==> config.mk <==
export PLATFORM = sky130hd
export DESIGN_NAME = life_generation_row_stepper_unit
export DESIGN_NICKNAME = d
export VERILOG_FILES = /design/src/lgrs_pkg.sv /design/src/life_generation_row_stepper_unit.sv /design/src/lgrs_next_gen.sv
export SDC_FILE = /design/constraint.sdc
export NUM_CORES = 1
export LEC_CHECK = 0
export ABC_AREA = 1
export BUFFER_PORTS_ARGS = -buffer_cell sky130_fd_sc_hd__buf_4
export CELL_PAD_IN_SITES_DETAIL_PLACEMENT = 1
export CELL_PAD_IN_SITES_GLOBAL_PLACEMENT = 2
export CORE_MARGIN = 5
export CORE_UTILIZATION = 38
export DETAILED_ROUTE_END_ITERATION = 16
export GPL_TIMING_DRIVEN = 1
export PLACE_DENSITY = 0.79
export SLEW_MARGIN = 30
export SYNTH_ARGS = -nofsm -noshare
export SYNTH_HDL_FRONTEND = slang
export SYNTH_HIERARCHICAL = 1
export SYNTH_SLANG_ARGS = --single-unit
==> constraint.sdc <==
create_clock -name clk -period 5.6 [get_ports clk]
set_input_delay 0.56 -clock clk [delete_from_list [all_inputs] [get_ports clk]]
set_output_delay 0.56 -clock clk [all_outputs]
set_load 0.05 [all_outputs]
==> src/lgrs_pkg.sv <==
package lgrs_pkg;

  // width of the row width register
  localparam int ROW_WIDTH_W = 7;

  // row width after reset: every lane in use
  localparam logic [ROW_WIDTH_W-1:0] ROW_WIDTH_RESET = 7'd64;

  // neighbour count of one cell, eight neighbours at most
  typedef logic [3:0] nbr_count_t;

  // life rule b3/s23
  localparam nbr_count_t BIRTH_COUNT   = 4'd3;
  localparam nbr_count_t SURVIVE_COUNT = 4'd2;

endpackage

==> src/life_generation_row_stepper_unit.sv <==
// channel  | direction | tdata                 | tuser     | tlast
// ---------+-----------+-----------------------+-----------+-----------
// s_*      | in        | row_cells             | first_row | final_row
// m_*      | out       | next_row_cells        | run_last  | grid_end
// cfg_*    | in        | cfg_wr_data: row_width, written when cfg_wr_en is high
//
// one word is accepted per cycle while s_tready is high; a word in the middle
// of the grid gives its result via the work stage, then the output register.
// a bottom row that is not also a top row gives two words and holds its stage
// until both are made by the single shared generation unit. a top row that
// is not a bottom row gives no word. reset (rst, synchronous) clears the held
// rows, empties both stages and sets row_width to 64. an empty output register
// takes the stage's word even with m_tready low; a full one holds while
// m_tready is low and, once the work stage is also full, s_tready drops.
module life_generation_row_stepper_unit
  import lgrs_pkg::*;
#(
  parameter int MAX_WIDTH = 64,
  localparam int TDATA_W  = ((MAX_WIDTH + 7) / 8) * 8
) (
  input  logic                   clk,
  input  logic                   rst,
  // row width register
  input  logic                   cfg_wr_en,
  input  logic [ROW_WIDTH_W-1:0] cfg_wr_data,
  // input rows
  input  logic                   s_tvalid,
  output logic                   s_tready,
  input  logic [TDATA_W-1:0]     s_tdata,   // row_cells, zero padding
  input  logic                   s_tuser,   // first_row
  input  logic                   s_tlast,   // final_row
  // result rows
  output logic                   m_tvalid,
  input  logic                   m_tready,
  output logic [TDATA_W-1:0]     m_tdata,   // next_row_cells, zero padding
  output logic                   m_tuser,   // run_last
  output logic                   m_tlast    // grid_end
);

  logic [ROW_WIDTH_W-1:0] row_width;
  logic [MAX_WIDTH-1:0]   lane_mask;
  logic [MAX_WIDTH-1:0]   in_row;

  // held rows of the current grid
  logic [MAX_WIDTH-1:0] upper_row;
  logic [MAX_WIDTH-1:0] middle_row;

  // work stage
  logic                 s1_valid;
  logic                 s1_need_a;
  logic                 s1_need_b;
  logic                 s1_first;
  logic [MAX_WIDTH-1:0] s1_upper;
  logic [MAX_WIDTH-1:0] s1_middle;
  logic [MAX_WIDTH-1:0] s1_row;

  // output register
  logic [MAX_WIDTH-1:0] out_row;

  logic                 in_fire;
  logic                 out_load;
  logic                 s1_done;
  logic                 emit_a;
  logic [MAX_WIDTH-1:0] op_above;
  logic [MAX_WIDTH-1:0] op_mid;
  logic [MAX_WIDTH-1:0] op_below;
  logic [MAX_WIDTH-1:0] gen_row;

  // row width register
  always_ff @(posedge clk) begin
    if (rst) begin
      row_width <= ROW_WIDTH_RESET;
    end else if (cfg_wr_en) begin
      row_width <= cfg_wr_data;
    end
  end

  // lanes at and above the width are dead
  for (genvar i = 0; i < MAX_WIDTH; i++) begin : g_mask
    assign lane_mask[i] = ROW_WIDTH_W'(i) < row_width;
  end

  assign in_row = s_tdata[MAX_WIDTH-1:0] & lane_mask;

  // handshake
  assign emit_a   = s1_need_a;
  assign out_load = s1_valid && (!m_tvalid || m_tready);
  assign s1_done  = out_load && (!s1_need_a || !s1_need_b);
  assign s_tready = !s1_valid || s1_done;
  assign in_fire  = s_tvalid && s_tready;

  // held rows shift on every accepted word; a first row clears the upper row
  always_ff @(posedge clk) begin
    if (rst) begin
      upper_row  <= '0;
      middle_row <= '0;
    end else if (in_fire) begin
      upper_row  <= s_tuser ? '0 : middle_row;
      middle_row <= in_row;
    end
  end

  // work stage control
  always_ff @(posedge clk) begin
    if (rst) begin
      s1_valid  <= 1'b0;
      s1_need_a <= 1'b0;
      s1_need_b <= 1'b0;
    end else if (in_fire) begin
      s1_valid  <= !s_tuser || s_tlast;
      s1_need_a <= !s_tuser;
      s1_need_b <= s_tlast;
    end else if (s1_done) begin
      s1_valid  <= 1'b0;
      s1_need_a <= 1'b0;
      s1_need_b <= 1'b0;
    end else if (out_load) begin
      s1_need_a <= 1'b0;
    end
  end

  // work stage payload
  always_ff @(posedge clk) begin
    if (in_fire) begin
      s1_first  <= s_tuser;
      s1_upper  <= upper_row;
      s1_middle <= middle_row;
      s1_row    <= in_row;
    end
  end

  // operands: middle row first, then the bottom row over a dead row
  always_comb begin
    if (emit_a) begin
      op_above = s1_upper;
      op_mid   = s1_middle;
      op_below = s1_row;
    end else begin
      op_above = s1_first ? '0 : s1_middle;
      op_mid   = s1_row;
      op_below = '0;
    end
  end

  lgrs_next_gen #(
    .MAX_WIDTH (MAX_WIDTH)
  ) u_next_gen (
    .above     (op_above),
    .mid       (op_mid),
    .below     (op_below),
    .lane_mask (lane_mask),
    .next_row  (gen_row)
  );

  // output register control
  always_ff @(posedge clk) begin
    if (rst) begin
      m_tvalid <= 1'b0;
    end else if (out_load) begin
      m_tvalid <= 1'b1;
    end else if (m_tready) begin
      m_tvalid <= 1'b0;
    end
  end

  // output register payload
  always_ff @(posedge clk) begin
    if (out_load) begin
      out_row <= gen_row;
      m_tlast <= !emit_a;
      m_tuser <= !emit_a || !s1_need_b;
    end
  end

  assign m_tdata = TDATA_W'(out_row);

endmodule

==> src/lgrs_next_gen.sv <==
module lgrs_next_gen
  import lgrs_pkg::*;
#(
  parameter int MAX_WIDTH = 64
) (
  input  logic [MAX_WIDTH-1:0] above,
  input  logic [MAX_WIDTH-1:0] mid,
  input  logic [MAX_WIDTH-1:0] below,
  input  logic [MAX_WIDTH-1:0] lane_mask,
  output logic [MAX_WIDTH-1:0] next_row
);

  // rows with a dead cell on either edge, lanes beyond the mask dead
  logic [MAX_WIDTH+1:0] above_ext;
  logic [MAX_WIDTH+1:0] mid_ext;
  logic [MAX_WIDTH+1:0] below_ext;

  assign above_ext = {1'b0, above & lane_mask, 1'b0};
  assign mid_ext   = {1'b0, mid & lane_mask, 1'b0};
  assign below_ext = {1'b0, below & lane_mask, 1'b0};

  // one independent count and rule per lane
  for (genvar i = 0; i < MAX_WIDTH; i++) begin : g_lane
    nbr_count_t count;
    logic       alive;

    assign count = nbr_count_t'(above_ext[i]) + nbr_count_t'(above_ext[i+1])
                 + nbr_count_t'(above_ext[i+2]) + nbr_count_t'(mid_ext[i])
                 + nbr_count_t'(mid_ext[i+2]) + nbr_count_t'(below_ext[i])
                 + nbr_count_t'(below_ext[i+1]) + nbr_count_t'(below_ext[i+2]);

    assign alive = (count == BIRTH_COUNT) || ((count == SURVIVE_COUNT) && mid_ext[i+1]);

    assign next_row[i] = alive && lane_mask[i];
  end

endmodule

* Word level (Yosys, flattened, before mapping) *
Cells that the tools add are included.
W data, S select, Z words.

storage, ports and cells
  bits in registers = 398

cells by class
  reductions and logical operators = 207
  equal/unequal tests = 128
  mux-type cells = 13
  magnitude comparators = 64
  bitwise logic cells = 4
  add/subtract/negate cells = 441

operators by type and width
  operator              number
  $add A4 B1 Y4         377
  $eq A4 B2 Y1 const B  128
  $mux W64              5
  $and A64 B64 Y64      4
  $lt A6 B7 Y1 const A  32
  $logic_and A1 B1 Y1   131
  $add A1 B1 Y2         63
  $lt A5 B7 Y1 const A  16
  $logic_or A1 B1 Y1    68
  $lt A4 B7 Y1 const A  8
  $lt A3 B7 Y1 const A  4
  $lt A1 B7 Y1 const A  2
  $lt A2 B7 Y1 const A  2
  $mux W1               8
  $logic_not A1 Y1      5
  $reduce_bool A2 Y1    2
  $add A2 B1 Y3         1
  $reduce_bool A3 Y1    1

* Depth between registers and ports, before layout *
  depth after elaboration = 14
  mapped depth = 21
  gate-level depth less buffers = 20

* Cells and area by module *
The synthesis kept the hierarchy.

by module, submodules not included
  module                            area each (µm²)  times used  cells each
  life_generation_row_stepper_unit  16,718.5         1           1,865
  lgrs_next_gen                     13,704.4         1           1,896

* Worst setup path after synthesis *
OpenSTA, ideal clock, no wires.

  kind = register to register
  from = reg row_width[6]
  to = reg out_row[38], in the netlist m_tdata[38] (data pin)
  buffers on the path = 2
  stages on the path, launching flop included = 19
  arrival time = 3.834 ns
  path slack = 1.511 ns
  setup time = 0.255 ns
  period minus slack after synthesis = 4.089 ns
  path through = dfxtp_1 nor2_2 buf_4 buf_6 o21ai_0 nand2_4 xor2_1 ha_1 inv_1 fa_1 inv_1 fa_1 inv_1 nor2_4 fa_1 nand2_1 a21oi_1 nand3_1 nor2_1

between the ends
  longest elaborated chain between the ends = 13
  elaborated cells between the ends (all ways) = 18

RTL lines
  element                       line                                     text
  from (decl)                   life_generation_row_stepper_unit.sv:40   logic [ROW_WIDTH_W-1:0] row_width;
  from (signal assigned)        life_generation_row_stepper_unit.sv:74   row_width <= cfg_wr_data;
  $lt A6 B7 Y1 *                life_generation_row_stepper_unit.sv:80   assign lane_mask[i] = ROW_WIDTH_W'(i) < row_width;
  named net lane_mask[37]       life_generation_row_stepper_unit.sv:41   logic [MAX_WIDTH-1:0] lane_mask;
  $and A64 B64 Y64              lgrs_next_gen.sv:18                      assign above_ext = {1'b0, above & lane_mask, 1'b0};
  $add A1 B1 Y2                 lgrs_next_gen.sv:27                      assign count = nbr_count_t'(above_ext[i]) + nbr_count_t'(above_ext[i+1])
  $add A4 B1 Y4 (2 in a row)    lgrs_next_gen.sv:28                      + nbr_count_t'(above_ext[i+2]) + nbr_count_t'(mid_ext[i])
  $add A4 B1 Y4                 lgrs_next_gen.sv:29                      + nbr_count_t'(mid_ext[i+2]) + nbr_count_t'(below_ext[i])
  $add A4 B1 Y4 *               lgrs_next_gen.sv:29
  $add A4 B1 Y4 * (2 in a row)  lgrs_next_gen.sv:30                      + nbr_count_t'(below_ext[i+1]) + nbr_count_t'(below_ext[i+2]);
  $eq A4 B2 Y1                  lgrs_next_gen.sv:32                      assign alive = (count == BIRTH_COUNT) || ((count == SURVIVE_COUNT) && mid_ext[i+1]);
  $logic_and A1 B1 Y1           lgrs_next_gen.sv:32
  $logic_or A1 B1 Y1 *          lgrs_next_gen.sv:32
  $logic_and A1 B1 Y1 *         lgrs_next_gen.sv:34                      assign next_row[i] = alive && lane_mask[i];
  named net gen_row[38]         life_generation_row_stepper_unit.sv:67   logic [MAX_WIDTH-1:0] gen_row;
  to (signal assigned)          life_generation_row_stepper_unit.sv:169  out_row <= gen_row;
  to (decl)                     life_generation_row_stepper_unit.sv:58   logic [MAX_WIDTH-1:0] out_row;

The timed path passes the listed nets; every way through them passes the cells marked *.
A chain may end at the register's enable or synchronous reset.

* Worst setup path after layout *
  from = reg row_width[6]
  to = reg out_row[3], in the netlist m_tdata[3] (data pin)

between the ends
  longest elaborated chain between the ends = 13
  elaborated cells between the ends (all ways) = 18

RTL lines
  element                     line
  $lt A2 B7 Y1 *              life_generation_row_stepper_unit.sv:80
  named net lane_mask[3]      life_generation_row_stepper_unit.sv:41
  $and A64 B64 Y64            lgrs_next_gen.sv:18
  $add A1 B1 Y2               lgrs_next_gen.sv:27
  $add A4 B1 Y4 (2 in a row)  lgrs_next_gen.sv:28
  $add A4 B1 Y4 (2 in a row)  lgrs_next_gen.sv:29
  $add A4 B1 Y4 (2 in a row)  lgrs_next_gen.sv:30
  $eq A4 B2 Y1                lgrs_next_gen.sv:32
  $logic_and A1 B1 Y1         lgrs_next_gen.sv:32
  $logic_or A1 B1 Y1          lgrs_next_gen.sv:32
  $logic_and A1 B1 Y1 *       lgrs_next_gen.sv:34
  named net gen_row[3]        life_generation_row_stepper_unit.sv:67

Marks and branches as above.

==> out/metrics.sh <==
SETUP-TNS-FINAL_NS=0
GR-TOTAL-OVERFLOW=0
TOTAL_LEAKAGE_POWER_uW=0.0178
CTS_BUFFER_DEPTH=3
SYNTHESIS.AREA_PER_INSTANCE_SQ_UM=8.09
CTS.ROOT.BUFFER_CELL='clkbuf_16'
GRT_PASS1_WL_MM=138
GRT_ANTENNA_BEFORE_REPAIR=3
CLOCK_SINK_COUNT=398
LAYOUT.CORE_UTILIZATION=0.437
PLACED_CELL_AREA_SQ_UM=32700
POST-SYNTH-TOP-AREA-FRACTION=0.256
CRITICAL-PATH-SLOWEST-CELL='fa_1'
CP.ARRIVAL_NS=5.08
MULTI_INPUT_COMB_AREA_SQ_UM=16200
COUNT_OF_NETS_LEFT_WITH_ANTENNA_VIOLATIONS_AFTER_DETAIL_ROUTING=0
LEADING_CELL_TYPE_BY_NUMBER_OF_INSTANCES_AFTER_SYNTHESIS='nand2_1'
CTS_HTREE_LEVELS=2
NUMBER_OF_LIBRARY_CELL_TYPES_MAPPED_BY_SYNTHESIS=34
FINAL_SKEW_NS=0.0313
HOLD_PATH_CLASS='in2reg'
GRT_USAGE=0.200
WORSTSKEWPAIRLATENCY_NS=0.63
GRT_START_MAX_NET_PINS=85
POST_CTS_HOLD_BUFFER_COUNT=0
POST_DRT_WL_PER_CELL_UM=17.2
TIMING.MAX_SLEW.REL_SLACK=0.323
SYNTH_COMMON_CELLS='nand2_1 (872), inv_1 (843), edfxtp_1 (259)'
STARTING_DENSITY_OF_THE_CORE=0.384
FINAL_LAYOUT_SIZE_SUFFIX_GT1_FRAC=0.106
ROUTE.FINAL.WIRE_LENGTH_MM=86.0
ROW_COUNT=103
DIEAREA_SQ_UM=85800
TOP_FLIP_FLOP_CELL_BY_INSTANCE_COUNT_AFTER_SYNTHESIS='edfxtp_1'
DRV.MAX_CAP_VIOLATION_COUNT=0
WORSTSETUPPATHTYPE='reg2reg'
SYNTH_SEQUENTIAL_AREA_RATIO=0.347
DRT_FIRST_PASS_ITERS=4
POST_SYNTH_INST_COUNT=3761
NUM_IO_PINS=146
FINAL_HOLD_VIOL_COUNT=0
SYN_TO_FINAL_GROWTH_PCT=13.8
VDD.IR_DROP.WORST_mV=0.233
YS_ASYNC_SR_FRACTION=0
CTS_TREE='built'
RSZ0062_AT_GRT='no'
SYNTH.CELL_AREA_SQ_UM=30400
SYNTH.LARGEST_AREA_CELL='edfxtp_1'
DIE_H_UM=293
TRITONCTS.NUM_BUFFERS=53
SETUP_VIOL=0
SYNTH_ENABLE_FLOP_CELLS=259
DRCVIOLATIONCOUNT=0
TIMING.CRITICAL_PATH.BUF_INV=6
SYNTH-SEQ-CELLS=398
HPWL_MM=63.1
SYNTH_TOP_CELLS_BY_AREA='edfxtp_1 (26%), fa_1 (13%), nand2_1 (11%), inv_1 (10%), dfxtp_1 (9.1%)'
STARTPOINT_TYPE='register'
MAX_SLEW.WORST_PIN.SLEW_NS=1.01
DETAIL_ROUTE.VIAS_PER_CELL=4.79
SLEW_VIOL_FINAL=0
SYNTH.NET_COUNT=4225
CTS_RESIZED=0
CP.REQUIRED_NS=5.97
FINALPOWER_uW=10500
CLK_PIN_SLEW_NS=0.06
CP_CELL_SEQUENCE='buf_4 > nor2_2 > buf_4 > nand2_4 > inv_2 > nand2_1 > nand2_4 > xor2_1 > ha_1 > inv_1 > fa_1 > inv_1 > fa_1 > inv_1 > nor2_4 > fa_1 > nand2_1 > a21oi_1 > nand3_1 > nor2_1'
POST_CTS.REPAIR.SETUP_BUFFERS=0
FP.COREAREA_SQ_UM=79100
CRITPATHMAXFANOUT=14
DESIGN.FINAL.NETS=4366
DETAIL_ROUTE.ITER0.VIOLATIONS=1004
FF_LATCH_AREA_SQ_UM=10600
VIA_COUNT=23936
POWER.DENSITY_CELL_AREA_nW_PER_UM2=303
LAYOUT.CELL_AREA.NON_FILLER_SQ_UM=34600
NFILLCELLS=9628
GPL.FINAL_WEIGHTED_CONGESTION=0.807
CRITICAL_PATH.TOP_DELAY_FAMILY='adder cells'
SYNTH-WARNING-COUNT=6
CPPEAKSTAGEDELAY_NS=0.55
CRITICAL_PATH.ENDPOINT_TYPE='register'
IO_BUFFERS=145
ANTENNADIODECOUNT=0
FIN_CRIT_NS=4.71
PEAK_FREQ_MHz=212
GRT_PASS1_VIAS=25345
DIE_W_UM=293
OUTCOME='finished, final reports clean'
PERIOD_SHARE=0.841
==> sequential cells by signal, indices dropped and copies added, names as in the netlist, 7 cells and up <==
register / flops
middle_row: 64
s1_upper: 64
s1_row: 64
m_tdata: 64
upper_row: 64
s1_middle: 64
row_width: 7
==> report_power, final <==
part / leakage [uW] / switching (uW) / total (uW) / internal, uW
registers: 0.00372 / 93.3 / 3490 / 3400
logic: 0.0132 / 2200 / 3410 / 1210
clock network: 0.000897 / 1410 / 3590 / 2180
total: 0.0178 / 3700 / 10500 / 6790
==> layer usage <==
| layer | vias up | GRT usage | share of wire |
|---|---|---|---|
| li1 | 11914 | - | - |
| met1 | 11649 | 0.274 | 0.47 |
| met2 | 289 | 0.344 | 0.47 |
| met3 | 82 | 0.0259 | 0.038 |
| met4 | 2 | 0.0408 | 0.017 |
| met5 | - | 0 | 0.000081 |
==> path summary, 6_finish.rpt <==
path | start | end | slack [ns] | depth (start not counted)
max | row_width[6] | m_tdata[3] | 0.89 | 20
min | s_tdata[3] | s1_row[3] | 0.22 | 3
max reg2reg | row_width[6] | m_tdata[3] | 0.89 | 20
min reg2reg | middle_row[30] | s1_middle[30] | 0.41 | 0
==> layout make-up <==
class	count	area share
multi-input cells	2411	0.468
flip-flops and latches	398	0.305
inverters	848	0.0922
repair buffers	190	0.0440
clock buffers	71	0.0438
well taps	1050	0.0380
clock inverters	28	0.00925
==> worst min-delay path: stages <==
cell	delay, ns
buf_4	0.08
nand2_1	0.05
inv_1	0.05
==> cells in the final DEF, fill, tap and decap left out, types with 56 or more instances in the layout <==
cell type | Yosys | routed
ha_1 | 194 | 194
buf_4 | 12 | 183
xor2_1 | 60 | 60
nand3_1 | 212 | 212
o21ai_0 | 200 | 196
o21bai_1 | 67 | 67
nand2_1 | 872 | 872
inv_1 | 843 | 841
dfxtp_1 | 139 | 138
fa_1 | 192 | 192
nand2_4 | 55 | 57
a21oi_1 | 206 | 206
nor2_1 | 249 | 249
edfxtp_1 | 259 | 259
nor2_4 | 55 | 56
clkbuf_16 | 0 | 56
==> cells by family after synthesis <==
family                     share of synthesized area
and+or+nand+nor                                0.221
buffers and inverters                          0.121
AOI/OAI and AO/OA                             0.0875
DFF                                            0.347
adders and majority gates                      0.206
xor gates and xnor gates                      0.0173
==> through the flow <==
| step | setup WS, ns | cells | hold WS, ns |
|---|---|---|---|
| after floorplan | 1.51 | 3761 | 0.408 |
| after global placement | 0.864 | 4894 | 0.410 |
| after detailed placement | 0.898 | 4895 | 0.415 |
| after CTS | 0.869 | 4994 | 0.186 |
| after global routing | 0.501 | 4996 | 0.219 |
| final | 0.891 | 4996 | 0.221 |
Note: power is estimated with default switching activity, not from simulation.
